File: config.mk
export PLATFORM = sky130hd
export DESIGN_NAME = extended_euclid_gcd_core
export DESIGN_NICKNAME = d
export VERILOG_FILES = /design/src/rtl/core/eeg_pkg.sv /design/src/rtl/core/eeg_divider.sv /design/src/rtl/core/eeg_multiplier.sv /design/src/rtl/core/extended_euclid_gcd_core.sv
export SDC_FILE = /design/constraint.sdc
export NUM_CORES = 2
export LEC_CHECK = 0
export ABC_CLOCK_PERIOD_IN_PS = 17300
export BUFFER_PORTS_ARGS = -buffer_cell sky130_fd_sc_hd__buf_2
export CORE_UTILIZATION = 67
export CTS_CLUSTER_DIAMETER = 120
export CTS_CLUSTER_SIZE = 28
export DETAILED_ROUTE_END_ITERATION = 10
export PLACE_DENSITY = 0.86
export SETUP_SLACK_MARGIN = 0.4
export SLEW_MARGIN = 10
export SYNTH_ARGS = -nofsm -noshare
export SYNTH_HDL_FRONTEND = slang
export SYNTH_HIERARCHICAL = 1
export SYNTH_SLANG_ARGS = --single-unit
File: constraint.sdc
create_clock -name clk -period 17.3 [get_ports clk]
set_input_delay 2.595 -clock clk [delete_from_list [all_inputs] [get_ports clk]]
set_output_delay 2.595 -clock clk [all_outputs]
set_load 0.005 [all_outputs]
File: src/rtl/core/eeg_pkg.sv
// Package for the extended Euclid GCD core: shared widths and the sequencer state type.
// No dependencies; imported by eeg_multiplier and extended_euclid_gcd_core.
`default_nettype none

package eeg_pkg;

    localparam int FIELD_W = 31;   // input operand field width
    localparam int GCD_W   = 31;   // gcd result field width
    localparam int COEFF_W = 32;   // Bezout coefficient width, two's complement

    typedef logic [COEFF_W-1:0] coeff_t;

    typedef enum logic [2:0] {
        ST_IDLE,
        ST_CHECK,
        ST_DIV,
        ST_MUL_U,
        ST_SUB_U,
        ST_MUL_V,
        ST_SUB_V,
        ST_FINISH
    } eeg_state_t;

endpackage

`default_nettype wire

File: src/rtl/core/eeg_divider.sv
// Iterative restoring divider, one quotient bit per cycle.
// Depends on nothing but its parameter; used by extended_euclid_gcd_core.
`default_nettype none

module eeg_divider
#(
    parameter int WIDTH = 31
)
(
    input  wire logic             clk,
    input  wire logic             rst_n,
    input  wire logic             start,
    input  wire logic [WIDTH-1:0] dividend,
    input  wire logic [WIDTH-1:0] divisor,
    output logic                  done,
    output logic      [WIDTH-1:0] quotient,
    output logic      [WIDTH-1:0] remainder
);

    localparam int CNT_W = $clog2(WIDTH + 1);

    logic [WIDTH-1:0] rem_reg, rem_next;
    logic [WIDTH-1:0] quo_reg, quo_next;
    logic [WIDTH-1:0] dsr_reg;
    logic [CNT_W-1:0] cnt_reg, cnt_next;
    logic             busy_reg, busy_next;
    logic             done_reg, done_next;

    logic [WIDTH:0] shifted;
    logic [WIDTH:0] diff;

    // Shift in the next dividend bit and try one subtraction.
    assign shifted = {rem_reg, quo_reg[WIDTH-1]};
    assign diff    = shifted - {1'b0, dsr_reg};

    always_comb
    begin
        rem_next  = rem_reg;
        quo_next  = quo_reg;
        cnt_next  = cnt_reg;
        busy_next = busy_reg;
        done_next = 1'b0;
        if (start)
        begin
            rem_next  = '0;
            quo_next  = dividend;
            cnt_next  = CNT_W'(WIDTH);
            busy_next = 1'b1;
        end
        else if (busy_reg)
        begin
            if (!diff[WIDTH])
            begin
                rem_next = diff[WIDTH-1:0];
                quo_next = {quo_reg[WIDTH-2:0], 1'b1};
            end
            else
            begin
                rem_next = shifted[WIDTH-1:0];
                quo_next = {quo_reg[WIDTH-2:0], 1'b0};
            end
            cnt_next = cnt_reg - 1'b1;
            if (cnt_reg == CNT_W'(1))
            begin
                busy_next = 1'b0;
                done_next = 1'b1;
            end
        end
    end

    always_ff @(posedge clk or negedge rst_n)
    begin
        if (!rst_n)
        begin
            busy_reg <= 1'b0;
            done_reg <= 1'b0;
            cnt_reg  <= '0;
        end
        else
        begin
            busy_reg <= busy_next;
            done_reg <= done_next;
            cnt_reg  <= cnt_next;
        end
    end

    always_ff @(posedge clk)
    begin
        rem_reg <= rem_next;
        quo_reg <= quo_next;
        if (start)
        begin
            dsr_reg <= divisor;
        end
    end

    assign done      = done_reg;
    assign quotient  = quo_reg;
    assign remainder = rem_reg;

endmodule

`default_nettype wire

File: src/rtl/core/eeg_multiplier.sv
// Registered low-half multiplier: quotient times coefficient, modulo 2^COEFF_W.
// Depends on eeg_pkg; used by extended_euclid_gcd_core.
`default_nettype none

module eeg_multiplier
    import eeg_pkg::*;
#(
    parameter int Q_W = 31
)
(
    input  wire logic           clk,
    input  wire logic           load,
    input  wire logic [Q_W-1:0] quotient,
    input  wire coeff_t         multiplicand,
    output coeff_t              product
);

    coeff_t prod_reg;
    coeff_t prod_next;

    // Only the low half matters: coefficients wrap modulo 2^COEFF_W.
    assign prod_next = COEFF_W'(quotient) * multiplicand;

    always_ff @(posedge clk)
    begin
        if (load)
        begin
            prod_reg <= prod_next;
        end
    end

    assign product = prod_reg;

endmodule

`default_nettype wire

File: src/rtl/core/extended_euclid_gcd_core.sv
// Extended Euclid GCD core: returns gcd(a, b) and Bezout coefficients u, v with a*u + b*v = g.
// Top level; depends on eeg_pkg, eeg_divider and eeg_multiplier.
//
// One transaction in gives one transaction out. Operands are truncated to
// min(31, OPERAND_WIDTH-1) bits. The core handles one pair at a time: in_ready
// is high only while the sequencer is idle. Each Euclid round runs the shared
// restoring divider (one quotient bit per cycle), then the shared multiplier
// twice (u and v updates, each a multiply state then a subtract state), plus a
// loop test on the remainder. When b is zero the result is g = a, u = 1, v = 0
// with zero_divisor set; a = 0 with nonzero b yields g = b, u = 0, v = 1. The
// finished result sits in an output register, so a new pair is accepted while
// the old result still waits.
`default_nettype none

module extended_euclid_gcd_core
    import eeg_pkg::*;
#(
    parameter int OPERAND_WIDTH = 32
)
(
    input  wire logic               clk,
    input  wire logic               rst_n,
    input  wire logic               in_valid,
    output logic                    in_ready,
    input  wire logic [FIELD_W-1:0] a_value,
    input  wire logic [FIELD_W-1:0] b_value,
    output logic                    out_valid,
    input  wire logic               out_ready,
    output logic      [GCD_W-1:0]   gcd_out,
    output logic      [COEFF_W-1:0] coeff_a,
    output logic      [COEFF_W-1:0] coeff_b,
    output logic                    zero_divisor
);

    // Effective operand width: masked by both the field and the parameter.
    localparam int OP_W = (OPERAND_WIDTH - 1 < FIELD_W) ? (OPERAND_WIDTH - 1) : FIELD_W;

    eeg_state_t state_reg, state_next;

    // Remainder pair and both coefficient pairs of the recurrence.
    logic [OP_W-1:0] g_reg, y_reg;
    coeff_t          u_reg, x_reg, v_reg, w_reg;
    logic            err_reg;

    // Output register.
    logic               out_valid_reg, out_valid_next;
    logic [GCD_W-1:0]   gcd_reg;
    coeff_t             ca_reg, cb_reg;
    logic               zd_reg;

    // Sequencer controls.
    logic   accept;
    logic   div_start;
    logic   mul_load;
    logic   out_load;
    coeff_t mul_operand;

    logic [OP_W-1:0] div_quo, div_rem;
    logic            div_done;
    coeff_t          product;

    assign accept = in_valid && in_ready;

    eeg_divider
    #(
        .WIDTH (OP_W)
    )
    u_divider
    (
        .clk       (clk),
        .rst_n     (rst_n),
        .start     (div_start),
        .dividend  (g_reg),
        .divisor   (y_reg),
        .done      (div_done),
        .quotient  (div_quo),
        .remainder (div_rem)
    );

    eeg_multiplier
    #(
        .Q_W (OP_W)
    )
    u_multiplier
    (
        .clk          (clk),
        .load         (mul_load),
        .quotient     (div_quo),
        .multiplicand (mul_operand),
        .product      (product)
    );

    // Next-state logic.
    always_comb
    begin
        state_next = state_reg;
        unique case (state_reg)
            ST_IDLE:
            begin
                if (in_valid)
                begin
                    state_next = ST_CHECK;
                end
            end
            ST_CHECK:
            begin
                if (y_reg == '0)
                begin
                    state_next = ST_FINISH;
                end
                else
                begin
                    state_next = ST_DIV;
                end
            end
            ST_DIV:
            begin
                if (div_done)
                begin
                    state_next = ST_MUL_U;
                end
            end
            ST_MUL_U: state_next = ST_SUB_U;
            ST_SUB_U: state_next = ST_MUL_V;
            ST_MUL_V: state_next = ST_SUB_V;
            ST_SUB_V: state_next = ST_CHECK;
            ST_FINISH:
            begin
                // Hold until the output register is free.
                if (!out_valid_reg || out_ready)
                begin
                    state_next = ST_IDLE;
                end
            end
            default: state_next = ST_IDLE;
        endcase
    end

    // Output logic of the sequencer.
    always_comb
    begin
        in_ready    = 1'b0;
        div_start   = 1'b0;
        mul_load    = 1'b0;
        out_load    = 1'b0;
        mul_operand = x_reg;
        unique case (state_reg)
            ST_IDLE:  in_ready = 1'b1;
            ST_CHECK: div_start = (y_reg != '0);
            ST_MUL_U: mul_load = 1'b1;
            ST_MUL_V:
            begin
                mul_load    = 1'b1;
                mul_operand = w_reg;
            end
            ST_FINISH: out_load = !out_valid_reg || out_ready;
            default:
            begin
                in_ready = 1'b0;
            end
        endcase
    end

    always_ff @(posedge clk or negedge rst_n)
    begin
        if (!rst_n)
        begin
            state_reg <= ST_IDLE;
        end
        else
        begin
            state_reg <= state_next;
        end
    end

    // Recurrence datapath; a zero b simply skips the loop.
    always_ff @(posedge clk)
    begin
        if (accept)
        begin
            g_reg   <= a_value[OP_W-1:0];
            y_reg   <= b_value[OP_W-1:0];
            u_reg   <= COEFF_W'(1);
            x_reg   <= '0;
            v_reg   <= '0;
            w_reg   <= COEFF_W'(1);
            err_reg <= (b_value[OP_W-1:0] == '0);
        end
        else if (state_reg == ST_SUB_U)
        begin
            u_reg <= x_reg;
            x_reg <= u_reg - product;
        end
        else if (state_reg == ST_SUB_V)
        begin
            v_reg <= w_reg;
            w_reg <= v_reg - product;
            g_reg <= y_reg;
            y_reg <= div_rem;
        end
    end

    // Output register: drop valid on handshake, raise it on a finished pair.
    always_comb
    begin
        out_valid_next = out_valid_reg;
        if (out_load)
        begin
            out_valid_next = 1'b1;
        end
        else if (out_ready)
        begin
            out_valid_next = 1'b0;
        end
    end

    always_ff @(posedge clk or negedge rst_n)
    begin
        if (!rst_n)
        begin
            out_valid_reg <= 1'b0;
        end
        else
        begin
            out_valid_reg <= out_valid_next;
        end
    end

    always_ff @(posedge clk)
    begin
        if (out_load)
        begin
            gcd_reg <= GCD_W'(g_reg);
            ca_reg  <= u_reg;
            cb_reg  <= v_reg;
            zd_reg  <= err_reg;
        end
    end

    assign out_valid    = out_valid_reg;
    assign gcd_out      = gcd_reg;
    assign coeff_a      = ca_reg;
    assign coeff_b      = cb_reg;
    assign zero_divisor = zd_reg;

endmodule

`default_nettype wire
==> metrics.csv <==
stage;metric;value;unit
place;hpwl;70400;um
die;die_h;235;um
drt;antenna_left;0;
clocking;path_clk_slew;0.11;ns
logic_synthesis;synth_edf_count;253;
clocking;htreeDepth;1;
global_routing;grt_max_degree;87;
die;pin_count;164;
logic_synthesis;syn_inst;3787;
clocking;cts-root-buf;clkbuf_16;
timing;finalCritPeriodShare;0.478;
die;die_area;0.0551;sq mm
layout;syn_to_final_growth;4.81;%
logic_synthesis;ys.flop_type;edfxtp_1;
layout;nets;4503;
logic_synthesis;synth.largest_area_cell;fa_1;
drt;via_per_inst;6.12;
drt;dr.pass1.iters;6;
global_routing;grt_pass1_vias;27600;
timing;max_freq;0.121;GHz
layout;nFillCells;3721;
run_status;status;finished clean;
drt;via_count;27600;
timing;slew_headroom;0.233;
global_routing;grt_antenna_before_repair;1;
drt;drcViolationCount;0;
timing;min_period;8.26;ns
timing;slew_viol_final;0;
clocking;post_cts.repair.setup_buffers;0;
timing;skew;0.0227;ns
timing;tightestPinTransition;1.15;ns
setup_path;startpoint;state_reg[1];
layout;layout_commonest_cell;nand2_1;
global_routing;grt_pass1_wl;146000;um
logic_synthesis;avgSynthCellArea;9.58;sq um
setup_path;r2r_slack;9.04;ns
clocking;tritoncts;built;
clocking;ctsResizeCount;0;
clocking;cts.sinks;423;
setup_path;worstReg2RegStart;state_reg[1];
global_routing;grt_overflow;0;
die;rows;84;
timing;setup_viol_count_final;0;
global_routing;grt_util_all_layers;0.335;
die;fp.dieW;235;um
setup_path;crit_type;flop to flop;
timing;final.setup.tns;0;ns
clocking;cts_buffers;19;
die;start_util;0.684;
logic_synthesis;synth_area_leaders;fa_1, edfxtp_1, dfxtp_1, nand2_1, ha_1;
logic_synthesis;synth_top_area_frac;0.227;
layout;antenna_cells;0;
clocking;insertion_delay;0.56;ns
setup_path;worstPathMaxFanout;32;
logic_synthesis;syn_nets;4480;
clocking;hold_buffers;0;
job;drv_cap;0;
logic_synthesis;yosys.cell_types.count;97;
layout;multiInputGateArea;0.0228;sq mm
die;coreArea;0.0531;sq mm
setup_path;required;17.60;ns
layout;layout_common_cells;nand2_1, inv_1, fa_1;
setup_path;endpoint_kind;flop;
logic_synthesis;syn_area;0.0363;sq mm
logic_synthesis;synth-warning-count;6;
clocking;clk_path_buf_depth;3;
drt;wl_per_cell;20.4;um
setup_path;startpoint_type;flop;
layout;seq_area;0.0111;sq mm
logic_synthesis;seq_area_frac_synth;0.305;
hold_path;worstHoldStart;u_reg[0];
hold_path;min_path_type;flop to flop;
timing;hold_viol;0;
place;gp_congestion;0.975;
layout;drive_gt1_frac;0.0850;
timing;hold_slack;0.442;ns
drt;wl;91900;um
logic_synthesis;ys_seq_elements;423;
drt;drtIter0Drc;2630;
place;portBuffers;163;
timing;rsz0062_at_grt;false;
logic_synthesis;synthArstFlopShare;0.0260;
setup_path;cp.arrival;8.56;ns
==> cell usage after synthesis (13+ instances only) <==
cell / number
o21a_1: 17
a31oi_1: 13
xnor2_1: 118
nand2b_1: 16
clkbuf_1: 162
nand2_1: 739
a311oi_1: 23
xor2_1: 39
dfxtp_1: 159
inv_1: 463
nand3_1: 54
and3_1: 15
a21oi_1: 208
buf_2: 15
o21ai_0: 88
o211ai_1: 14
nor3_1: 30
nor2_1: 105
nor4_1: 20
mux2_2: 62
ha_1: 215
nand4_1: 27
edfxtp_1: 253
fa_1: 412
o21bai_1: 15
a21o_1: 55
and2_1: 264
==> metal layers <==
metal  up-vias  wire length (um)  part of all wire  global-route usage
met4         0              5670             0.062               0.183
li1      12400                 -                 -                   -
met5         -                 0                 0                   0
met2      1404             45200              0.49               0.573
met3       327              6570             0.072              0.0449
met1     13500             34500              0.37               0.414
==> final cells by class <==
class	count	area share
multi-input cells	2716	0.599
flip-flops and latches	423	0.291
inverters	464	0.0459
repair buffers	186	0.0260
well taps	688	0.0226
clock buffers	32	0.0143
clock inverters	2	0.00102
==> per-stage QoR <==
stage               cells  setup WS, ns  instance area (sq um)   util
floorplan            3787          9.48                  36300      -
global placement     4477          9.30                  37400  0.706
detailed placement   4477          9.14                  37400  0.706
CTS                  4511          9.09                  38000  0.717
global route         4511          8.66                  38000  0.717
finish               4511          9.04                  38000  0.717
==> critical path: stages (launching register included) <==
cell and delay (ns):
dfrtp_1 0.63, nand3b_1 0.17, buf_4 0.43, mux2_2 0.57, and2_1 0.26, fa_1 0.57, fa_1 0.44, fa_1 0.51
inv_1 0.05, fa_1 0.47, inv_1 0.05, fa_1 0.50, inv_1 0.07, fa_1 0.54, inv_1 0.07, fa_1 0.45
fa_1 0.39, ha_1 0.39, a21o_1 0.19, a21o_1 0.20, a31oi_2 0.24, nor2_1 0.06, a21oi_1 0.22, nand3b_2 0.14
a221oi_2 0.27, xnor2_1 0.12
==> cells by family (layout without fill, tap and decap cells) <==
kind of cell / after synthesis / count (layout) / share of synthesized area
and+or+nand+nor: 1316 / 1316 / 0.168
buffers and inverters: 648 / 684 / 0.0680
adders and majority gates: 627 / 627 / 0.301
AOI/OAI and AO/OA: 552 / 552 / 0.101
DFF: 423 / 423 / 0.305
xor gates and xnor gates: 157 / 157 / 0.0379
muxes: 64 / 64 / 0.0198
==> path summary, 6_finish.rpt <==
| check | to | cells past startpoint |
|---|---|---|
| setup / recovery | u_multiplier/product[31] | 25 |
| hold / removal | coeff_a[0] | 0 |
| setup reg to reg | u_multiplier/product[31] | 25 |
| hold reg to reg | coeff_a[0] | 0 |
| max in group asynchronous | u_divider/busy_reg | 1 |
| min in group asynchronous | state_reg[1] | 1 |
Power is not shown: default switching activity piles up to over one toggle a cycle in this logic, so the estimate is an artifact.
